==> config.mk <==
export PLATFORM = sky130hd
export DESIGN_NAME = hac_hash
export DESIGN_NICKNAME = d
export VERILOG_FILES = /design/src/rtl/core/hac_pkg.sv /design/src/rtl/core/hac_hash.sv
export SDC_FILE = /design/constraint.sdc
export NUM_CORES = 1
export LEC_CHECK = 0
export BUFFER_PORTS_ARGS = -buffer_cell sky130_fd_sc_hd__buf_2
export CELL_PAD_IN_SITES_DETAIL_PLACEMENT = 0
export CELL_PAD_IN_SITES_GLOBAL_PLACEMENT = 1
export CORE_MARGIN = 3
export CORE_UTILIZATION = 53
export CTS_CLUSTER_SIZE = 12
export DETAILED_ROUTE_END_ITERATION = 10
export PLACE_DENSITY = 0.86
export SETUP_SLACK_MARGIN = 0.1
export SYNTH_ARGS = -nofsm -noshare
export SYNTH_HDL_FRONTEND = slang
export SYNTH_SLANG_ARGS = --single-unit
==> constraint.sdc <==
create_clock -name clk -period 9.9 [get_ports clk]
set_input_delay 0.99 -clock clk [delete_from_list [all_inputs] [get_ports clk]]
set_output_delay 0.99 -clock clk [all_outputs]
set_load 0.01 [all_outputs]
==> src/rtl/core/hac_pkg.sv <==
// shared types and constants of the hashed address cache
package hac_pkg;

    localparam int unsigned ADDR_W  = 32;
    localparam int unsigned VALUE_W = 32;
    localparam int unsigned DAY_W   = 9;
    localparam int unsigned ENTRY_W = ADDR_W + VALUE_W + DAY_W;

    localparam logic [31:0] FNV_PRIME = 32'd16777619;
    localparam logic [31:0] FNV_BASIS = 32'd2166136261;

    localparam logic [DAY_W-1:0] EXPIRE_RESET = 9'd2;

    localparam logic REQ_LOOKUP = 1'b0;
    localparam logic REQ_INSERT = 1'b1;

    typedef struct packed {
        logic [ADDR_W-1:0]  tag;
        logic [VALUE_W-1:0] value;
        logic [DAY_W-1:0]   day;
    } entry_t;

    typedef struct packed {
        logic        done;
        logic [31:0] hash;
    } hash_rsp_t;

    typedef enum logic [2:0] {
        ST_CLEAR,
        ST_IDLE,
        ST_HASH,
        ST_READ,
        ST_RESOLVE
    } state_t;

endpackage

==> src/rtl/core/hac_hash.sv <==
// iterative fnv-1 hash over the four address bytes, one byte per cycle
module hac_hash (
    input  logic              clk,
    input  logic              rst_n,
    input  logic              start,
    input  logic [31:0]       key,
    output hac_pkg::hash_rsp_t rsp
);

    logic [31:0] acc_reg;
    logic [31:0] acc_next;
    logic [31:0] key_reg;
    logic [1:0]  step_reg;
    logic        busy_reg;
    logic        done_reg;
    logic [31:0] prod;

    assign prod     = acc_reg * hac_pkg::FNV_PRIME;
    assign acc_next = prod ^ {24'd0, key_reg[{step_reg, 3'b000} +: 8]};

    always_ff @(posedge clk or negedge rst_n)
    begin
        if (!rst_n)
        begin
            busy_reg <= 1'b0;
            done_reg <= 1'b0;
            step_reg <= 2'd0;
        end
        else
        begin
            done_reg <= busy_reg && (step_reg == 2'd3);
            if (start)
            begin
                busy_reg <= 1'b1;
                step_reg <= 2'd0;
            end
            else if (busy_reg)
            begin
                step_reg <= step_reg + 2'd1;
                if (step_reg == 2'd3)
                begin
                    busy_reg <= 1'b0;
                end
            end
        end
    end

    always_ff @(posedge clk)
    begin
        if (start)
        begin
            acc_reg <= hac_pkg::FNV_BASIS;
            key_reg <= key;
        end
        else if (busy_reg)
        begin
            acc_reg <= acc_next;
        end
    end

    assign rsp.done = done_reg;
    assign rsp.hash = acc_reg;

endmodule

==> results.yml <==
clocking:
  postCtsHoldBufs: 0
  tritoncts: "yes"
  cts_made_buffers: 9
  cts.sinks: 68
  insertion_delay_ps: 330
  postCtsSetupBuffers: 0
  cts_buffer_depth: 2
  root_buffer: "clkbuf_16"
  h-tree-depth: 3
  clk_pin_slew_ps: 60
  postCtsResizedCells: 0
grt:
  grt.overflow.total: 0
  grt_usage: 0.228
  grt_pass1_wl_mm: 30.1
  antenna_found_initial: 0
  grt_pass1_vias: 6045
  grt_max_degree: 64
timing:
  rsz0062_at_grt: "no"
  final-setup-viol-count: 0
  tns_ps: 0
  post-route-period-util: 0.559
  relSlewSlack: 0.497
  skew_ps: 8.74
  max_freq_mhz: 181
  maxSlewViolCount: 0
  post-route-min-period_ps: 5530
  hold_viol: 0
  tightest_slew_ps: 754
floorplanning:
  rows: 44
  core_region_area_sq_um: 14800
  die_h_microns: 130
  io_pins: 68
  dieArea_sq_um: 16800
  initial_core_util: 0.550
  fp.dieW_microns: 130
route:
  via_count: 5706
  ant_nets: 0
  wl_per_cell_microns: 17.5
  avgViaCountPerCell: 5.53
  drtIter0Drc: 239
  drcViolationCount: 0
  routed_wl_mm: 18.0
  first_pass_iters: 4
setup_path:
  cp-end-kind: "flop"
  worstSetupEndpoint: "acc_reg[29]"
  critPathLaunch: "acc_reg[7]"
  start_kind: "flop"
  r2r_cells: 20
  cp_data_required_time_ps: 10170
  r2r-end: "acc_reg[29]"
  reg2reg_slack_ps: 4370
  crit_path_max_fanout: 8
  path_class: "reg2reg"
  arrival_ps: 5800
  timing.rr.start: "acc_reg[7]"
logic_synthesis:
  synth_common_cells: "ha_1, inv_1, fa_1"
  syn_nets: 1076
  ys_types: 59
  synthMostInstantiatedCell: "ha_1"
  yosysSeqAreaShare: 0.210
  avgSynthCellArea_sq_um: 10.4
  synth_fa_ha_area_frac: 0.471
  synth.top_cell.area_share: 0.288
  synth_xor_xnor_area_share: 0.0399
  synth_top_family_by_area: "adder cells"
  yosys_warnings: 0
  netlist_area_sq_um: 8120
  synth_edf_count: 32
  async_flop_share: 0.0588
  synth_top_cell_by_area: "ha_1"
  synth_seq_cells: 68
  muxShareOfSynthArea: 0.0296
  synth_ff_type: "edfxtp_1"
  synth-simple-area-share: 0.0653
  synthCells: 780
  synth.area.top_cells: "ha_1, fa_1, edfxtp_1, inv_1, dfxtp_1"
  synth-compound-area-share: 0.0961
cells_and_area:
  syn2layout_area_growth_pct: 10.1
  diodes: 0
  nets: 1139
  layout-drive-gt1-share: 0.124
  fin_cells: 1032
hold_path:
  hold_class: "in2async"
place:
  gp_congestion: 0.904
  io_buffers: 67
  dp_cells: 1016
  dpl.hpwl_mm: 14.5
flow_run:
  maxCapViolCount: 0
status:
  status: "complete, no violations"
==> cell usage in the layout, fill, tap and decap left out, types with 8 or more instances in the layout <==
| master | Yosys | layout |
|---|---|---|
| nand2_1 | 26 | 26 |
| fa_1 | 74 | 74 |
| dfxtp_1 | 32 | 32 |
| o21ai_0 | 19 | 19 |
| buf_2 | 4 | 67 |
| nor2_1 | 25 | 25 |
| clkbuf_16 | 0 | 9 |
| ha_1 | 187 | 187 |
| inv_1 | 171 | 171 |
| xnor2_1 | 33 | 33 |
| edfxtp_1 | 32 | 32 |
| mux4_2 | 8 | 8 |
| a21oi_1 | 27 | 27 |
| a21o_1 | 10 | 10 |
==> cell families (layout without fill, tap and decap cells) <==
logic type | after synthesis | in the layout
compound gates | 106 | 106
buf+inv | 190 | 258
flops | 68 | 68
fa+ha+maj | 261 | 261
mux | 14 | 14
xor+xnor | 37 | 37
simple gates | 104 | 104
==> layout make-up <==
class | count | area [sq um]
sequential | 68 | 1700
clock buffer | 9 | 225
clock inverter | 7 | 82.6
tap | 184 | 230
timing repair buffer | 70 | 358
multi-input combinational | 522 | 5700
inverter | 172 | 646
fill | 1231 | 5810
==> routing by layer <==
metal	vias to the layer above	GRT usage	wire, microns
li1	2781	-	-
met1	2771	0.313	8320
met2	125	0.384	8710
met3	29	0.0274	639
met4	0	0.0593	357
met5	-	0	0
==> per-stage QoR <==
stage,worst slack (ps),hold WS (ps),instance area [sq um],utilization
3_5_place_dp,4400,581,8630,0.585
3_3_place_gp,4470,577,8630,0.585
5_1_grt,4030,442,8940,0.606
6_report,4370,452,8940,0.606
2_1_floorplan,4920,534,8120,-
4_1_cts,4380,440,8940,0.606
==> critical path, stage by stage, from the launching register on <==
cell,delay [ps]
dfxtp_1,680
ha_1,350
ha_1,310
fa_1,490
ha_1,150
inv_1,50
fa_1,470
inv_1,40
ha_1,260
inv_1,40
fa_1,470
inv_1,40
ha_1,380
and4_1,260
nand3_1,130
inv_1,130
nand4_1,150
o2111ai_4,280
nand3_1,160
a2111oi_0,470
a311o_1,160
==> worst min-delay path by stage <==
| stage | from | endpoint | slack [ps] | depth (start not counted) |
|---|---|---|---|---|
| 2_1_floorplan | acc_reg[25] | acc_reg[25] | 530 | 2 |
| 3_3_place_gp | acc_reg[25] | acc_reg[25] | 580 | 2 |
| 3_5_place_dp | acc_reg[25] | acc_reg[25] | 580 | 2 |
| 4_1_cts | rst_n | done_reg | 440 | 1 |
| 5_1_grt | rst_n | done_reg | 440 | 1 |
| 6_report | rst_n | step_reg[0] | 450 | 1 |
Power is not shown: default switching activity piles up to over one toggle a cycle in this logic, so the estimate is an artifact.
