--- config.mk ---
export PLATFORM = sky130hd
export DESIGN_NAME = hac_ram
export DESIGN_NICKNAME = d
export VERILOG_FILES = /design/src/rtl/core/hac_ram.sv
export SDC_FILE = /design/constraint.sdc
export NUM_CORES = 1
export LEC_CHECK = 0
export ABC_CLOCK_PERIOD_IN_PS = 2200
export BUFFER_PORTS_ARGS = -buffer_cell sky130_fd_sc_hd__clkbuf_2
export CAP_MARGIN = 40
export CELL_PAD_IN_SITES_DETAIL_PLACEMENT = 0
export CELL_PAD_IN_SITES_GLOBAL_PLACEMENT = 2
export CORE_MARGIN = 3
export CORE_UTILIZATION = 48
export DETAILED_ROUTE_END_ITERATION = 12
export PLACE_DENSITY_LB_ADDON = 0.1
export SETUP_SLACK_MARGIN = 0.3
export SLEW_MARGIN = 20
export SYNTH_ARGS = -nofsm -noshare
export SYNTH_HDL_FRONTEND = slang
export SYNTH_SLANG_ARGS = --single-unit
export TNS_END_PERCENT = 100
--- constraint.sdc ---
create_clock -name clk -period 2.2 [get_ports clk]
set_clock_uncertainty 0.15 [all_clocks]
set_input_delay 0.44 -clock clk [delete_from_list [all_inputs] [get_ports clk]]
set_output_delay 0.44 -clock clk [all_outputs]
set_load 0.02 [all_outputs]
--- src/rtl/core/hac_ram.sv ---
// generic simple dual-port ram with registered read
module hac_ram #(
    parameter int unsigned WIDTH = 8,
    parameter int unsigned DEPTH = 16
) (
    input  logic                     clk,
    input  logic                     we,
    input  logic [$clog2(DEPTH)-1:0] waddr,
    input  logic [WIDTH-1:0]         wdata,
    input  logic                     re,
    input  logic [$clog2(DEPTH)-1:0] raddr,
    output logic [WIDTH-1:0]         rdata
);

    logic [WIDTH-1:0] mem_reg [DEPTH];
    logic [WIDTH-1:0] rdata_reg;

    always_ff @(posedge clk)
    begin
        if (we)
        begin
            mem_reg[waddr] <= wdata;
        end
        if (re)
        begin
            rdata_reg <= mem_reg[raddr];
        end
    end

    assign rdata = rdata_reg;

endmodule

==> results of run 1 <==
## metal layers
| layer | share of wire | wire length (um) | global-route usage |
|---|---|---|---|
| met5 | 0 | 0 | 0 |
| met4 | 0.0091 | 91 | 0.0616 |
| met3 | 0.040 | 401 | 0.0582 |
| met2 | 0.49 | 4930 | 0.279 |
| met1 | 0.46 | 4600 | 0.264 |
## logic make-up (layout without fill, tap and decap cells)
logic type,count (synthesis),after routing,synth area share
AOI/OAI and AO/OA,16,16,0.0230
buffers and inverters,10,81,0.0165
DFF,136,136,0.781
muxes,32,32,0.148
and+or+nand+nor,35,35,0.0314
## final cells by class
| cell class | count | area (um^2) | area share |
|---|---|---|---|
| well taps | 136 | 170 | 0.0273 |
| clock inverters | 14 | 161 | 0.0259 |
| repair buffers | 49 | 340 | 0.0546 |
| clock buffers | 18 | 418 | 0.0670 |
| flip-flops and latches | 136 | 4080 | 0.655 |
| multi-input cells | 83 | 1060 | 0.170 |
## layout by cell type (no fill, tap or decap), drive strengths merged, types with 4 or more instances in the layout
cell type,instances
edfxtp,136
clkbuf,44
mux4,32
buf,23
a22oi,16
nor2,13
clkinv,10
nand2,9
bufinv,4
nor3,4
## power groups by stage
stage | combinational [W] | clock, W | sequential, W
5_1_grt | 0.000315 | 0.00291 | 0.00294
2_1_floorplan | 0.000148 | 0 | 0.00300
6_report | 0.000288 | 0.00274 | 0.00294
3_5_place_dp | 0.000295 | 0 | 0.00299
3_3_place_gp | 0.000290 | 0 | 0.00299
4_1_cts | 0.000296 | 0.00279 | 0.00294
## per-stage QoR
stage	instance area, um^2	total power, W
6_report	6240	0.00597
3_3_place_gp	5660	0.00328
3_5_place_dp	5660	0.00329
4_1_cts	6240	0.00603
2_1_floorplan	5230	0.00315
5_1_grt	6240	0.00617
## path summary, 6_finish.rpt
kind | from | endpoint | slack [ns]
max | rdata[7]$_DFFE_PP_ | rdata[7] | 0.47
min | wdata[2] | mem_reg[7][2]$_DFFE_PP_ | 0.20
max reg2reg | mem_reg[5][0]$_DFFE_PP_ | rdata[0]$_DFFE_PP_ | 0.53
min reg2reg | mem_reg[14][1]$_DFFE_PP_ | rdata[1]$_DFFE_PP_ | 0.59
==> flow_metrics.tcl, run 1 <==
set metrics [dict create \
    relSlewSlack 0.735 \
    grt_remaining_overflow 0 \
    synth.distinct_cells 18 \
    power_density_nw_per_um2 957 \
    area_growth_pct 19.3 \
    fp-row-count 37 \
    io-pin-count 27 \
    cp_top_family "flip-flops" \
    vdd_drop_max_mv 0.513 \
    postRouteAntennaNets 0 \
    dieHeight_um 110 \
    syn_inst 229 \
    path_class "flop to output port" \
    cts_num_sinks 136 \
    synthArstFlopShare 0 \
    grt_pass1_vias 2486 \
    rr_worst_depth 3 \
    hold_buffers 0 \
    fmax_mhz 578 \
    cts_tree "built" \
    crit_path_start_kind "flop" \
    fin_nets 306 \
    syn_area_um2 5230 \
    yosysMostFrequentCell "edfxtp_1" \
    yosysTopAreaCellShare 0.781 \
    critPathMaxFanout 1 \
    cts_resized 0 \
    cts_buffers 17 \
    gp_congestion 0.689 \
    required_ns 1.61 \
    swShare 0.188 \
    synth_edf_count 136 \
    clkSlewWorstSetupHoldPaths_ns 0.06 \
    io_buffers 26 \
    seq_power_share 0.492 \
    htree_levels 4 \
    antenna_found_initial 0 \
    internal_power_w 0.00484 \
    yosys-top-cells-count "edfxtp_1 (136), mux4_2 (18), a22oi_1 (16), mux4_1 (14), nor2_1 (13)" \
    grt_max_degree 33 \
    synthesis.nets 248 \
    start_util 0.500 \
    arrival_ns 1.14 \
    p_leak_nw 2.13 \
    critical_path_buf_inv_count 1 \
    yosys_register_bits 136 \
    postLayoutCoreUtil 0.596 \
    worst_pin_slew_ns 0.397 \
    grt_usage 0.186 \
    power_frac_clock 0.459 \
    yosysWarnings 0 \
    clockBufferDepth 2 \
    drtPass1Iterations 4 \
    synthFlopType "edfxtp_1" \
    dp_hpwl_mm 6.37 \
    clk_latency_ns 0.52 \
    path_cells "clkbuf_2" \
    layout.cells.non_filler 436 \
    die-area_um2 12200 \
    via_per_inst 5.50 \
    fin_ws_ns 0.469 \
    post-route-period-util 0.787 \
    slew_violations 0 \
    finalWirelength_mm 10.0 \
    vias 2397 \
    worstHoldPathType "primary input to flop" \
    yosys.area.top_type "edfxtp_1" \
    avgRoutedWirePerCell_um 23.0 \
    grt_pass1_wl_mm 15.2 \
    drt_iter0_drc 141 \
    end_kind "output port" \
    combPwrFrac 0.048 \
    pre_cts_ws_ns 0.00682 \
    placed_cells 404 \
    fin_tns_setup_ns 0 \
    fp.dieW_um 110 \
    cts-root-buf "clkbuf_8" \
    synth.area.top_cells "edfxtp_1 (78%), mux4_2 (7.8%), mux4_1 (7.0%), a22oi_1 (2.3%), nor2_1 (0.93%)" \
    status "complete, no violations" \
    hold_violations 0 \
    diodes 0 \
    setup_viol 0 \
    p_switching_w 0.00112 \
    drive_gt1_frac 0.310 \
    syn_avg_cell_area_um2 22.8 \
    fin_crit_ns 1.73 \
    cp.depth 1 \
    coreArea_um2 10500 \
    max_cap_violations 0 \
    worstHoldPathCells 1 \
    synth.yosys.seq_area_share 0.781 \
    cts_setup_buffers 0 \
    hold_slack_ns 0.201 \
    rsz0062_at_grt "false" \
    largest_reg_flops 128 \
    fill_cells 794 \
    cpMaxStageDelayCell "edfxtp_1" \
    drcViolationCount 0 \
    slowest_delay_ns 0.44 \
]
Power figures use the tool's default switching activity.
==> inputs of run 2 (changes only) <==
--- a/config.mk
+++ b/config.mk
@@ -5,13 +5,13 @@
 export SDC_FILE = /design/constraint.sdc
 export NUM_CORES = 1
 export LEC_CHECK = 0
-export ABC_CLOCK_PERIOD_IN_PS = 2200
+export ABC_CLOCK_PERIOD_IN_PS = 1500
 export BUFFER_PORTS_ARGS = -buffer_cell sky130_fd_sc_hd__clkbuf_2
 export CAP_MARGIN = 40
 export CELL_PAD_IN_SITES_DETAIL_PLACEMENT = 0
 export CELL_PAD_IN_SITES_GLOBAL_PLACEMENT = 2
 export CORE_MARGIN = 3
-export CORE_UTILIZATION = 48
+export CORE_UTILIZATION = 43
 export DETAILED_ROUTE_END_ITERATION = 12
 export PLACE_DENSITY_LB_ADDON = 0.1
 export SETUP_SLACK_MARGIN = 0.3
==> constraint.sdc (replaced) <==
create_clock -name clk -period 1.5 [get_ports clk]
set_clock_uncertainty 0.15 [all_clocks]
set_input_delay 0.3 -clock clk [delete_from_list [all_inputs] [get_ports clk]]
set_output_delay 0.3 -clock clk [all_outputs]
set_load 0.02 [all_outputs]
==> run 2 against run 1 <==
Compared with the run above: the run now ends with negative setup slack left; count of clock-buffer cells in the layout grew 1; largest cell class unchanged; worst hold slack lost 0.049 ns; routed wire length grew 11%.
==> flow_metrics.tcl, run 2 (same netlist as run 1, synthesis figures left out) <==
set metrics [dict create \
    power_density_nw_per_um2 1280 \
    reg2reg_from "mem_reg[11][3]$_DFFE_PP_" \
    largest_reg_flops 128 \
    grt_usage 0.188 \
    met3_usage 0.0627 \
    antenna_found_initial 0 \
    power.total_w 0.00893 \
    r2r-end "rdata[3]$_DFFE_PP_" \
    via_per_inst 5.52 \
    min_to "mem_reg[13][5]$_DFFE_PP_" \
    final_common_cell "edfxtp_1" \
    r2r_slack_ns -0.09 \
    drcViolationCount 0 \
    avgRoutedWirePerCell_um 23.5 \
    dieHeight_um 116 \
    critical_path_buf_inv_count 0 \
    cts_num_sinks 136 \
    diodes 0 \
    relSlewSlack 0.548 \
    hold_buffers 0 \
    coreArea_um2 11700 \
    fin_nets 338 \
    drtPass1Iterations 4 \
    crit_start "mem_reg[11][3]$_DFFE_PP_" \
    cts_buffers 17 \
    worstHoldPathCells 1 \
    grt_util_met1 0.251 \
    io-pin-count 27 \
    rsz0062_at_grt "true" \
    busiest_layer "met2" \
    violations "negative setup slack" \
    die-area_um2 13500 \
    crit_path_start_kind "flop" \
    gp_congestion 0.727 \
    max_cap_violations 0 \
    final_area_um2 6960 \
    cts_tree "built" \
    required_ns 1.50 \
    placed_cells 436 \
    htree_levels 4 \
    layout.cells.non_filler 473 \
    fp.dieW_um 116 \
    post-route-period-util 1.06 \
    clkSlewWorstSetupHoldPaths_ns 0.06 \
    start_util 0.448 \
    dp_hpwl_mm 7.04 \
    path_cells "mux4_2, a22oi_2, nand2_1" \
    grt_max_degree 17 \
    worst_pin_slew_ns 0.677 \
    drt_iter0_drc 193 \
    area_growth_pct 33.1 \
    slew_violations 0 \
    fin_ws_ns -0.0875 \
    clockBufferDepth 2 \
    end_kind "flop" \
    io_buffers 26 \
    placed_cell_area_um2 6200 \
    finalWirelength_mm 11.1 \
    slowest_delay_ns 0.50 \
    vias 2610 \
    path_class "flop to flop" \
    rr_worst_depth 3 \
    grt_pass1_vias 2814 \
    p_leak_nw 2.35 \
    cpMaxStageDelayCell "mux4_2" \
    layout_common_cells "edfxtp_1 (136), mux4_2 (32), buf_4 (24), buf_12 (23)" \
    fmax_mhz 630 \
    drive_gt1_frac 0.497 \
    met2_usage 0.292 \
    status "finished with violations" \
    fp-row-count 39 \
    critPathMaxFanout 1 \
    vdd_drop_max_mv 0.717 \
    pre_cts_ws_ns -0.504 \
    grt_remaining_overflow 0 \
    arrival_ns 1.59 \
    cts-root-buf "clkbuf_16" \
    clk_latency_ns 0.41 \
    postLayoutCoreUtil 0.597 \
    setup_viol 4 \
    cp_top_family "multiplexers" \
    min_from "wdata[5]" \
    hold_violations 0 \
    grt_pass1_wl_mm 17.1 \
    fin_crit_ns 1.59 \
    worstHoldPathType "primary input to flop" \
    postRouteAntennaNets 0 \
]
==> run 2: changes by cell type in the layout (fill, tap and decap cells not counted), moves of 7 or more <==
cell | before | now
buf_12 | 3 | 23
mux4_2 | 18 | 32
mux4_1 | 14 | 0
clkbuf_2 | 26 | 17
clkbuf_8 | 1 | 8
buf_6 | 0 | 9
nor2_1 | 13 | 1
nor2_4 | 0 | 12
==> run 2: routing by layer <==
layer	wire length, um	vias up
li1	-	1150
met1	4760	1377
met2	5630	70
met3	584	13
met4	127	0
met5	0	-
==> run 2: worst max-delay path by stage <==
stage / cells after the start / to
floorplan: 5 / rdata[1]$_DFFE_PP_
global placement: 6 / rdata[5]$_DFFE_PP_
detailed placement: 6 / rdata[5]$_DFFE_PP_
CTS: 3 / rdata[3]$_DFFE_PP_
global route: 3 / rdata[3]$_DFFE_PP_
finish: 3 / rdata[3]$_DFFE_PP_
==> run 2: layout make-up <==
type	instances	area, um^2
Multi-Input combinational cell	83	1190
Tap cell	143	179
Clock inverter	11	133
Timing Repair Buffer	81	937
Fill cell	823	4700
Clock buffer	19	433
Sequential cell	136	4080
==> run 2: power by group <==
| part | total (W) | internal (W) | switching, W |
|---|---|---|---|
| Clock | 0.00401 | 0.00257 | 0.00145 |
| Combinational | 0.000610 | 0.000308 | 0.000301 |
| Sequential | 0.00431 | 0.00428 | 0.0000241 |
| Total | 0.00893 | 0.00716 | 0.00177 |
==> run 2: metrics by stage <==
step                setup TNS (ns)  hold slack, ns
detailed placement          -15.22           0.570
global placement            -14.69           0.548
CTS                         -0.179           0.134
finish                      -0.120           0.152
global route                -0.563           0.164
floorplan                    -1.86           0.249
==> run 2: timing repair <==
action | 4_1_cts | 5_1_grt
endpoints found under the setup margin | 53 | 56
pin swaps | 3 | 1
gates resized for setup | 26 | 5
setup buffers | 6 | 1
==> inputs of run 3 (changes only) <==
--- a/config.mk
+++ b/config.mk
@@ -14,7 +14,7 @@
 export CORE_UTILIZATION = 43
 export DETAILED_ROUTE_END_ITERATION = 12
 export PLACE_DENSITY_LB_ADDON = 0.1
-export SETUP_SLACK_MARGIN = 0.3
+export SETUP_SLACK_MARGIN = 0.15
 export SLEW_MARGIN = 20
 export SYNTH_ARGS = -nofsm -noshare
 export SYNTH_HDL_FRONTEND = slang
==> run 3 against run 2 <==
Compared with the run above: the run still ends with negative setup slack left; first-iteration DRC count is 5.2% higher; combinational power decreased by 1%; total power is 3.4% higher; worst hold slack worse by 0.032 ns; register-to-register slack got worse by 0.06 ns; worst setup slack worse by 0.056 ns; sequential share of layout area up 0.87 points.
==> flow_metrics.tcl, run 3 (same netlist as run 1, synthesis figures left out) <==
set metrics [dict create \
    cts_tree "built" \
    dp_hpwl_mm 6.92 \
    vias 2505 \
    max_cap_violations 0 \
    status "finished with violations" \
    critPathMaxFanout 1 \
    clockBufferDepth 2 \
    diodes 0 \
    fmax_mhz 608 \
    violations "negative setup slack" \
    dieHeight_um 116 \
    grt_remaining_overflow 0 \
    post-route-period-util 1.10 \
    coreArea_um2 11700 \
    path_class "flop to flop" \
    grt_usage 0.178 \
    fill_cells 840 \
    start_util 0.448 \
    slew_violations 0 \
    fin_ws_ns -0.144 \
    postRouteAntennaNets 0 \
    final_common_cell "edfxtp_1" \
    required_ns 1.50 \
    crit_path_start_kind "flop" \
    cpMaxStageDelayCell "mux4_2" \
    largest_reg_flops 128 \
    cts-root-buf "clkbuf_16" \
    fin_nets 334 \
    io_buffers 26 \
    cts_buffers 17 \
    min_from "re" \
    hold_violations 0 \
    fp.dieW_um 116 \
    multi_input_area_um2 1150 \
    io-pin-count 27 \
    hold_slack_ns 0.121 \
    avgRoutedWirePerCell_um 22.8 \
    vdd_drop_max_mv 0.652 \
    postLayoutCoreUtil 0.588 \
    layout_common_cells "edfxtp_1 (136), buf_4 (34), mux4_2 (32), clkbuf_16 (17), clkbuf_2 (17)" \
    worst_pin_slew_ns 0.789 \
    relSlewSlack 0.473 \
    end_kind "flop" \
    antenna_found_initial 0 \
    finalWirelength_mm 10.7 \
    drive_gt1_frac 0.485 \
    drtPass1Iterations 4 \
    area_growth_pct 31.2 \
    slowest_delay_ns 0.50 \
    drcViolationCount 0 \
    crit_start "mem_reg[6][4]$_DFFE_PP_" \
    fp-row-count 39 \
    clk_latency_ns 0.41 \
    arrival_ns 1.64 \
    worstHoldPathType "primary input to flop" \
    cts_num_sinks 136 \
    gp_congestion 0.723 \
    setup_viol 8 \
    drt_iter0_drc 203 \
    clkSlewWorstSetupHoldPaths_ns 0.06 \
    grt_pass1_vias 2649 \
    p_leak_nw 2.32 \
    power_density_nw_per_um2 1350 \
    htree_levels 4 \
    grt_max_degree 23 \
    rsz0062_at_grt "true" \
    path_cells "mux4_2, a22oi_1, nand2_1" \
    seq_area_um2 4080 \
    fin_tns_setup_ns -0.713 \
    die-area_um2 13500 \
    grt_pass1_wl_mm 16.6 \
    reg2reg_from "mem_reg[6][4]$_DFFE_PP_" \
    via_per_inst 5.32 \
    fin_crit_ns 1.64 \
]
## run 3: changes by cell type in the layout (fill, tap and decap cells not counted), moves of 4 or more
| cell | delta |
|---|---|
| nor2_2 | +4 |
| nor2_4 | -5 |
| buf_6 | -9 |
| buf_4 | +10 |
| buf_12 | -8 |
## run 3: stage by stage
stage	power, W	area, um^2	std cells	worst slack (ns)
floorplan	0.00465	5320	229	-0.150
global placement	0.00492	6050	436	-0.623
detailed placement	0.00492	6050	436	-0.621
CTS	0.00932	6850	471	-0.154
global route	0.00956	6860	471	-0.180
finish	0.00924	6860	471	-0.144
## run 3: repair_timing
item	CTS	global route
resized for setup	27	3
setup endpoints to repair	16	16
buffers inserted	1	0
cloned	2	0
pin swaps	3	2
hold buffers	0	0
## run 3: power by group
| part | total [W] | internal [W] | switching [W] |
|---|---|---|---|
| registers | 0.00431 | 0.00429 | 0.0000231 |
| clock network | 0.00433 | 0.00292 | 0.00141 |
| logic | 0.000602 | 0.000298 | 0.000304 |
## run 3: path summary, 6_finish.rpt
path / cells past startpoint / slack, ns / end
setup / recovery: 3 / -0.14 / rdata[4]$_DFFE_PP_
hold / removal: 1 / 0.12 / rdata[1]$_DFFE_PP_
setup reg to reg: 3 / -0.14 / rdata[4]$_DFFE_PP_
hold reg to reg: 3 / 0.61 / rdata[0]$_DFFE_PP_
## run 3: worst max-delay path, delay by kind of cell, from the launching register on
kind             cells  cell delay (ns)
AO/OA/AOI/OAI        1             0.25
multiplexers         1             0.50
flip-flops           1             0.37
AND/OR/NAND/NOR      1             0.11
## run 3: layout make-up
| cell class | count | area share |
|---|---|---|
| multi-input combinational | 83 | 0.168 |
| timing repair buffer | 77 | 0.120 |
| clock inverter | 11 | 0.0259 |
| sequential | 136 | 0.595 |
| tap | 143 | 0.0261 |
| clock buffer | 21 | 0.0642 |
## run 3: per-layer routing
layer	wire, um	track usage	up-vias
met3	524	0.0420	12
li1	-	-	1149
met5	0	0	-
met4	106	0.0580	0
met1	4760	0.255	1278
met2	5340	0.273	66
